--- src/hdl/glyph_text_blitter_defines.svh ---
// Assertion macros used by the glyph text blitter controller.
// No dependencies.
`ifndef GLYPH_TEXT_BLITTER_DEFINES_SVH
`define GLYPH_TEXT_BLITTER_DEFINES_SVH
// check that antecedent implies consequent in the same cycle
`define GTB_ASSERT_IMP(label, clk, rst_n, a, c) \
    label: assert property (@(posedge clk) disable iff (!rst_n) (a) |-> (c)) \
        else $error("assertion failed");
// check that antecedent implies consequent in the next cycle
`define GTB_ASSERT_NEXT(label, clk, rst_n, a, c) \
    label: assert property (@(posedge clk) disable iff (!rst_n) (a) |=> (c)) \
        else $error("assertion failed");
`endif

--- src/hdl/gtb_pkg.sv ---
// Types, codes and the font table for the glyph text blitter.
// No dependencies.
package gtb_pkg;
    localparam logic [1:0] OP_CLEAR = 2'd0;
    localparam logic [1:0] OP_DRAW  = 2'd1;
    localparam logic [1:0] OP_READ  = 2'd2;
    localparam int STORE_DEPTH = 1024;
    localparam int ADDR_W = 10;

    typedef struct packed {
        logic [1:0] operation;
        logic [7:0] char_code;
        logic       new_string;
        logic [7:0] pos_x;
        logic [7:0] pos_y;
        logic       double_scale;
        logic [9:0] read_index;
    } gtb_req_t;

    typedef struct packed {
        logic [7:0] read_data;
        logic       drawn;
    } gtb_rsp_t;

    // controller -> datapath commands
    typedef struct packed {
        logic load_req;     // latch request, set cursor if new string
        logic clr_wr;       // write zero at sweep address
        logic sweep_inc;
        logic rd_issue;     // memory read at current address
        logic rmw_wr;       // write back ORed byte
        logic step_inc;     // next glyph byte step
        logic commit;       // form response, advance cursor if drawn
        logic rsp_take;
    } gtb_cmd_t;

    typedef struct packed {
        logic [1:0] operation;
        logic       fits;
        logic       sweep_last;
        logic       step_last;
        logic       rsp_valid;
    } gtb_sts_t;

    function automatic logic [5:0] font_slot(input logic [7:0] c);
        logic [5:0] s;
        s = 6'd41;
        if (c >= 8'h30 && c <= 8'h39) s = 6'(c - 8'h30);
        else if (c >= 8'h41 && c <= 8'h5A) s = 6'(c - 8'h41 + 8'd10);
        else if (c == 8'h2B) s = 6'd36;
        else if (c == 8'h2D) s = 6'd37;
        else if (c == 8'h2E) s = 6'd38;
        else if (c == 8'h2F) s = 6'd39;
        else if (c == 8'h3A) s = 6'd40;
        return s;
    endfunction

    function automatic logic [39:0] font_row(input logic [5:0] s);
        logic [39:0] g;
        case (s)
            6'd0:  g = 40'h3E5149453E;
            6'd1:  g = 40'h00427F4000;
            6'd2:  g = 40'h4261514946;
            6'd3:  g = 40'h2141454B31;
            6'd4:  g = 40'h1814127F10;
            6'd5:  g = 40'h2745454539;
            6'd6:  g = 40'h3C4A494930;
            6'd7:  g = 40'h0171090503;
            6'd8:  g = 40'h3649494936;
            6'd9:  g = 40'h064949291E;
            6'd10: g = 40'h7E1111117E;
            6'd11: g = 40'h7F49494936;
            6'd12: g = 40'h3E41414122;
            6'd13: g = 40'h7F4141221C;
            6'd14: g = 40'h7F49494941;
            6'd15: g = 40'h7F09090901;
            6'd16: g = 40'h3E4149497A;
            6'd17: g = 40'h7F0808087F;
            6'd18: g = 40'h00417F4100;
            6'd19: g = 40'h2040413F01;
            6'd20: g = 40'h7F08142241;
            6'd21: g = 40'h7F40404040;
            6'd22: g = 40'h7F020C027F;
            6'd23: g = 40'h7F0408107F;
            6'd24: g = 40'h3E4141413E;
            6'd25: g = 40'h7F09090906;
            6'd26: g = 40'h3E4151215E;
            6'd27: g = 40'h7F09192946;
            6'd28: g = 40'h4649494931;
            6'd29: g = 40'h01017F0101;
            6'd30: g = 40'h3F4040403F;
            6'd31: g = 40'h1F2040201F;
            6'd32: g = 40'h3F4038403F;
            6'd33: g = 40'h6314081463;
            6'd34: g = 40'h0708700807;
            6'd35: g = 40'h6151494543;
            6'd36: g = 40'h08083E0808;
            6'd37: g = 40'h0808080808;
            6'd38: g = 40'h0060600000;
            6'd39: g = 40'h2010080402;
            6'd40: g = 40'h0036360000;
            default: g = 40'h0;
        endcase
        return g;
    endfunction
endpackage

--- src/hdl/gtb_ctrl.sv ---
// Sequencer for the glyph text blitter: clear sweep, glyph RMW, read.
// Depends on gtb_pkg and the assertion macros header.
`include "glyph_text_blitter_defines.svh"
module gtb_ctrl
    import gtb_pkg::*;
(
    input  logic     clk,
    input  logic     rst_n,
    input  logic     in_valid,
    output logic     in_ready,
    input  logic     out_ready,
    input  gtb_sts_t sts,
    output gtb_cmd_t cmd
);
    localparam logic [2:0] S_IDLE  = 3'd0;
    localparam logic [2:0] S_DEC   = 3'd1;
    localparam logic [2:0] S_CLR   = 3'd2;
    localparam logic [2:0] S_RD    = 3'd3;
    localparam logic [2:0] S_WR    = 3'd4;
    localparam logic [2:0] S_RDATA = 3'd5;
    localparam logic [2:0] S_DONE  = 3'd6;
    localparam logic [2:0] S_INIT  = 3'd7;

    logic [2:0] state_reg, state_next;

    // response register parts the two sides; take a new request once it drains
    assign in_ready = (state_reg == S_IDLE) && (!sts.rsp_valid || out_ready);

    always_comb
    begin
        state_next = state_reg;
        cmd = '0;
        cmd.rsp_take = sts.rsp_valid && out_ready;
        unique case (state_reg)
            S_INIT:
            begin
                // zero the store after reset, no response
                cmd.clr_wr = 1'b1;
                cmd.sweep_inc = 1'b1;
                if (sts.sweep_last) state_next = S_IDLE;
            end
            S_IDLE:
            begin
                if (in_valid && in_ready)
                begin
                    cmd.load_req = 1'b1;
                    state_next = S_DEC;
                end
            end
            S_DEC:
            begin
                case (sts.operation)
                    OP_CLEAR: state_next = S_CLR;
                    OP_DRAW:  state_next = sts.fits ? S_RD : S_DONE;
                    OP_READ:
                    begin
                        cmd.rd_issue = 1'b1;
                        state_next = S_RDATA;
                    end
                    default:  state_next = S_DONE;
                endcase
            end
            S_CLR:
            begin
                cmd.clr_wr = 1'b1;
                cmd.sweep_inc = 1'b1;
                if (sts.sweep_last) state_next = S_DONE;
            end
            S_RD:
            begin
                cmd.rd_issue = 1'b1;
                state_next = S_WR;
            end
            S_WR:
            begin
                cmd.rmw_wr = 1'b1;
                cmd.step_inc = 1'b1;
                state_next = sts.step_last ? S_DONE : S_RD;
            end
            S_RDATA: state_next = S_DONE;
            S_DONE:
            begin
                cmd.commit = 1'b1;
                state_next = S_IDLE;
            end
            default: state_next = S_IDLE;
        endcase
    end

    always_ff @(posedge clk or negedge rst_n)
    begin
        if (!rst_n) state_reg <= S_INIT;
        else        state_reg <= state_next;
    end

    `GTB_ASSERT_IMP(a_accept_idle, clk, rst_n, cmd.load_req, state_reg == S_IDLE)
    `GTB_ASSERT_NEXT(a_load_dec, clk, rst_n, cmd.load_req, state_reg == S_DEC)
    `GTB_ASSERT_NEXT(a_rd_then_wr, clk, rst_n, state_reg == S_RD, state_reg == S_WR)
    `GTB_ASSERT_IMP(a_commit_room, clk, rst_n, cmd.commit, !sts.rsp_valid || cmd.rsp_take)
endmodule

--- config.mk ---
export PLATFORM = sky130hd
export DESIGN_NAME = gtb_ctrl
export DESIGN_NICKNAME = d
export VERILOG_FILES = /design/src/hdl/gtb_pkg.sv /design/src/hdl/gtb_ctrl.sv
export VERILOG_INCLUDE_DIRS = /design/src /design/src/hdl
export SDC_FILE = /design/constraint.sdc
export NUM_CORES = 1
export LEC_CHECK = 0
export BUFFER_PORTS_ARGS = -buffer_cell sky130_fd_sc_hd__buf_2
export CAP_MARGIN = 20
export CELL_PAD_IN_SITES_DETAIL_PLACEMENT = 1
export CELL_PAD_IN_SITES_GLOBAL_PLACEMENT = 1
export CORE_MARGIN = 2
export CORE_UTILIZATION = 24
export DETAILED_ROUTE_END_ITERATION = 12
export GPL_TIMING_DRIVEN = 0
export PLACE_DENSITY_LB_ADDON = 0.1
export SYNTH_ARGS = -nofsm -noshare
export SYNTH_HDL_FRONTEND = slang
export SYNTH_SLANG_ARGS = --single-unit
--- constraint.sdc ---
create_clock -name clk -period 1.3 [get_ports clk]
set_input_delay 0.26 -clock clk [delete_from_list [all_inputs] [get_ports clk]]
set_output_delay 0.26 -clock clk [all_outputs]
set_load 0.02 [all_outputs]
==> impl_table.tex <==
\begin{tabular}{lr}
\hline
Metric & Value \\
\hline
\multicolumn{2}{l}{\textbf{Run status}} \\
\quad Run status & complete, but fails checks \\
\quad Violations in the final reports & negative setup slack \\
\multicolumn{2}{l}{\textbf{Clock tree}} \\
\quad Clock insertion delay at the later pin of the skew report & 240 ps \\
\quad Deepest clock path buffer count & 2 \\
\quad Number of buffers created by CTS & 3 \\
\quad TritonCTS clock tree & built \\
\quad Clock root buffer master & sky130\_fd\_sc\_hd\_\_clkbuf\_4 \\
\quad Clock slew seen by the registers of the worst setup and hold paths & about 40 ps \\
\quad Number of levels in the clock H-tree & 1 \\
\quad Number of clock sinks seen by CTS & 3 \\
\multicolumn{2}{l}{\textbf{Synth}} \\
\quad Share of the yosys chip area belonging to registers & 0.240 \\
\quad Synthesized area per cell & roughly 8 um\^{}2 \\
\quad Library cells used by synthesis & 22 \\
\quad Mapped Nets & between 50 and 60 \\
\quad Synthesized instance count & 41 \\
\quad Most used standard cell by instance count after synthesis & sky130\_fd\_sc\_hd\_\_nor2\_1 \\
\quad Top cells by count, synth & sky130\_fd\_sc\_hd\_\_nor2\_1, sky130\_fd\_sc\_hd\_\_nand2b\_1, sky130\_fd\_sc\_hd\_\_dfstp\_2, sky130\_fd\_sc\_hd\_\_nor2b\_1 \\
\quad Adder and majority gate portion of the synthesized area & 0 \\
\quad Number of storage elements in the synthesis netlist & 3 \\
\quad Post-synth EDFFs & 0 \\
\quad Portion of netlist area occupied by mux cells & 0.0304 \\
\quad Simple-gate area share of the yosys netlist & 0.380 \\
\quad Top cells by area, synth & sky130\_fd\_sc\_hd\_\_dfstp\_2, sky130\_fd\_sc\_hd\_\_nand2b\_1, sky130\_fd\_sc\_hd\_\_nor2\_1 \\
\quad Share of the synthesized area in the top cell type & 0.240 \\
\quad Mapped cell area & 329 um\^{}2 \\
\quad Combinational family with the most area after synthesis & simple AND/OR/NAND/NOR gates \\
\quad Synthesized-area fraction occupied by ao, oa, aoi and oai cells & 0.224 \\
\quad Share of synthesized flip-flops with an asynchronous set or reset & 1.00 \\
\quad Cell type contributing the most total cell area after synthesis & sky130\_fd\_sc\_hd\_\_dfstp\_2 \\
\quad Number of warning messages in the yosys log & 0 \\
\quad Post-synthesis share of cell area spent on xor and xnor gates & 0 \\
\quad Post-synth top flop & sky130\_fd\_sc\_hd\_\_dfstp\_2 \\
\multicolumn{2}{l}{\textbf{Job}} \\
\quad Number of maximum-capacitance violations & 0 \\
\multicolumn{2}{l}{\textbf{Die}} \\
\quad Initial core utilization & 0.256 \\
\quad Std-Cell Rows & 13 \\
\quad Vertical die dimension & 41.0 um \\
\quad Overall die area & approximately 1700 um\^{}2 \\
\quad Placeable core region & approximately 1300 um\^{}2 \\
\quad Width of the chip & $\sim$41 um \\
\quad Top Ports & 19 \\
\multicolumn{2}{l}{\textbf{Setup path}} \\
\quad Crit path buffers/inverters & 2 \\
\quad Cell repeated most along the worst path & sky130\_fd\_sc\_hd\_\_buf\_6 \\
\quad Critical Setup Path Class & flip-flop to output port \\
\quad Arr. time, crit path & between 1000 and 1500 ps \\
\quad Worst path cell trace & buf\_6 -> or3\_4 -> nor2b\_4 -> and2\_4 -> buf\_6 \\
\quad CP endpoint kind & output port \\
\quad Cell with the biggest individual delay on the critical path & sky130\_fd\_sc\_hd\_\_or3\_4 \\
\quad CP top delay family & simple AND/OR/NAND/NOR gates \\
\quad Critical path startpoint category & flip-flop \\
\quad Endpoint required time on the critical path & between 1000 and 1500 ps \\
\quad Worst path max stage delay & approximately 380 ps \\
\quad Max Fanout on Critical Path & 3 \\
\multicolumn{2}{l}{\textbf{Finish}} \\
\quad Number of flip-flops under the largest register name & 3 \\
\quad Number of nets in the layout & 84 \\
\quad Antenna diode count & 0 \\
\quad Fraction of layout instances using a drive strength above 1 & 0.699 \\
\quad Synthesis-to-finish area growth & 105\% \\
\quad Fillers & about 160 \\
\multicolumn{2}{l}{\textbf{Timing}} \\
\quad Worst Setup Slack, final & -421 ps \\
\quad Final setup violation count & 10 \\
\quad Worst rel slew slack & 0.772 \\
\quad Hold Fails Final Rpt & 0 \\
\quad Crit share post-route & 1.32 \\
\quad Final Critical Period & between 1500 and 2000 ps \\
\quad Setup clock skew after layout & 0.190 ps \\
\quad Final TNS setup & -2790 ps \\
\quad Unrepaired setup endpoints after global routing & true \\
\quad Worst-margin pin slew & 339 ps \\
\quad Peak Freq & 581 MHz \\
\quad Max Slew Vio Count & 0 \\
\multicolumn{2}{l}{\textbf{Power and ir drop}} \\
\quad Largest voltage drop on the vdd net & 1.48 mV \\
\quad Power per standard cell area & about 2800 nW/um\^{}2 \\
\quad Leakage power total & between 0.3 and 0.4 nW \\
\quad Total power & between 0.0015 and 0.002 W \\
\multicolumn{2}{l}{\textbf{Global route}} \\
\quad Maximum number of pins on one net before global-route repair & 9 \\
\quad Number of antenna violations at the first check in global routing & 0 \\
\quad Vias in the first global route & 395 \\
\quad First-pass GRT wire length & between 1500 and 2000 um \\
\quad Global-route usage over all layers & 0.157 \\
\quad Total gr overflow & 0 \\
\multicolumn{2}{l}{\textbf{Detailed routing}} \\
\quad Antenna Nets Post-Route & 0 \\
\quad Number of remaining DRC errors & 0 \\
\quad DR iter-0 viols & 5 \\
\quad Via total after detailed routing & $\sim$400 \\
\quad Routed wire length per instance & 12.8 um \\
\quad Average vias per placed instance & between 4 and 5 \\
\quad First-pass iteration count of the detailed router & 4 \\
\quad Routed WL & about 1100 um \\
\multicolumn{2}{l}{\textbf{Placement}} \\
\quad Port-buffer cells & 18 \\
\quad Final weighted congestion in routability-driven placement & a little over 0.7 \\
\quad Post-detail-place hpwl & 667 um \\
\multicolumn{2}{l}{\textbf{Hold path}} \\
\quad Worst min path class & input pin to flip-flop \\
\hline
\end{tabular}
final timing paths:
| kind | start | endpoint | slack (ps) | cells past startpoint |
|---|---|---|---|---|
| setup / recovery | state_reg[0]$_DFFE_PN1P_ | cmd[7] | -420 | 5 |
| hold / removal | sts[2] | state_reg[2]$_DFFE_PN1P_ | 300 | 3 |
| setup reg to reg | state_reg[0]$_DFFE_PN1P_ | state_reg[2]$_DFFE_PN1P_ | -230 | 6 |
| hold reg to reg | state_reg[2]$_DFFE_PN1P_ | state_reg[2]$_DFFE_PN1P_ | 640 | 3 |
| max in group asynchronous | rst_n | state_reg[0]$_DFFE_PN1P_ | 750 | 2 |
| min in group asynchronous | rst_n | state_reg[1]$_DFFE_PN1P_ | 530 | 2 |
placed cells by master (no fill, tap or decap), types with 2 or more instances in the layout:
master,count
sky130_fd_sc_hd__buf_6,13
sky130_fd_sc_hd__buf_2,11
sky130_fd_sc_hd__buf_4,7
sky130_fd_sc_hd__nor2_1,4
sky130_fd_sc_hd__nand2b_1,3
sky130_fd_sc_hd__clkbuf_4,3
sky130_fd_sc_hd__dfstp_2,3
sky130_fd_sc_hd__nand2b_4,2
sky130_fd_sc_hd__nor2_4,2
sky130_fd_sc_hd__nor2b_1,2
final cells by class:
type	instances	area, um^2	share of cell area
clock buffer	4	26.3	0.0389
sequential	3	78.8	0.117
tap	15	18.8	0.0278
buffer	5	58.8	0.0870
timing repair buffer	28	219	0.324
multi-input combinational	33	274	0.406
power breakdown:
part,switching [W],internal (W),leakage (nW)
registers,0.0000315,0.000179,0.0315
logic,0.000678,0.000829,0.281
clock network,0.0000572,0.000116,0.0150
total,0.000767,0.00112,0.327
logic make-up after synthesis:
family / Yosys count
AND/OR/NAND/NOR: 23
AO/OA/AOI/OAI: 9
buffers and inverters: 5
multiplexers: 1
flip-flops: 3
per-stage QoR:
| step | util | instances | hold WS, ps | setup WS (ps) | area (um^2) |
|---|---|---|---|---|---|
| 3_3_place_gp | 0.368 | 74 | 233 | -258 | 473 |
| 3_5_place_dp | 0.368 | 74 | 237 | -251 | 473 |
| 5_1_grt | 0.526 | 88 | 310 | -459 | 676 |
| 2_1_floorplan | - | 41 | 112 | -200 | 364 |
| 4_1_cts | 0.515 | 88 | 288 | -433 | 662 |
| 6_report | 0.526 | 88 | 298 | -421 | 676 |
worst register-to-register path, stage by stage, from the launching register on:
cell and delay (ps):
sky130_fd_sc_hd__dfstp_2 540, sky130_fd_sc_hd__buf_6 110, sky130_fd_sc_hd__buf_4 160, sky130_fd_sc_hd__o21a_1 150
sky130_fd_sc_hd__nor2_1 50, sky130_fd_sc_hd__a211o_1 300, sky130_fd_sc_hd__mux2i_1 140
what timing repair did:
item / in CTS / in global routing
endpoints found under the hold margin: 3 / 0
buffers inserted: 9 / 0
pin swaps: 5 / 2
resized for setup: 22 / 4
endpoints found under the setup margin: 10 / 11
hold buffers: 1 / 0
metal layers:
layer,wire length [um],global-route usage
met1,458,0.172
met2,566,0.270
met3,84,0.0163
met4,12,0.125
met5,0,0
Power figures use the tool's default switching activity.
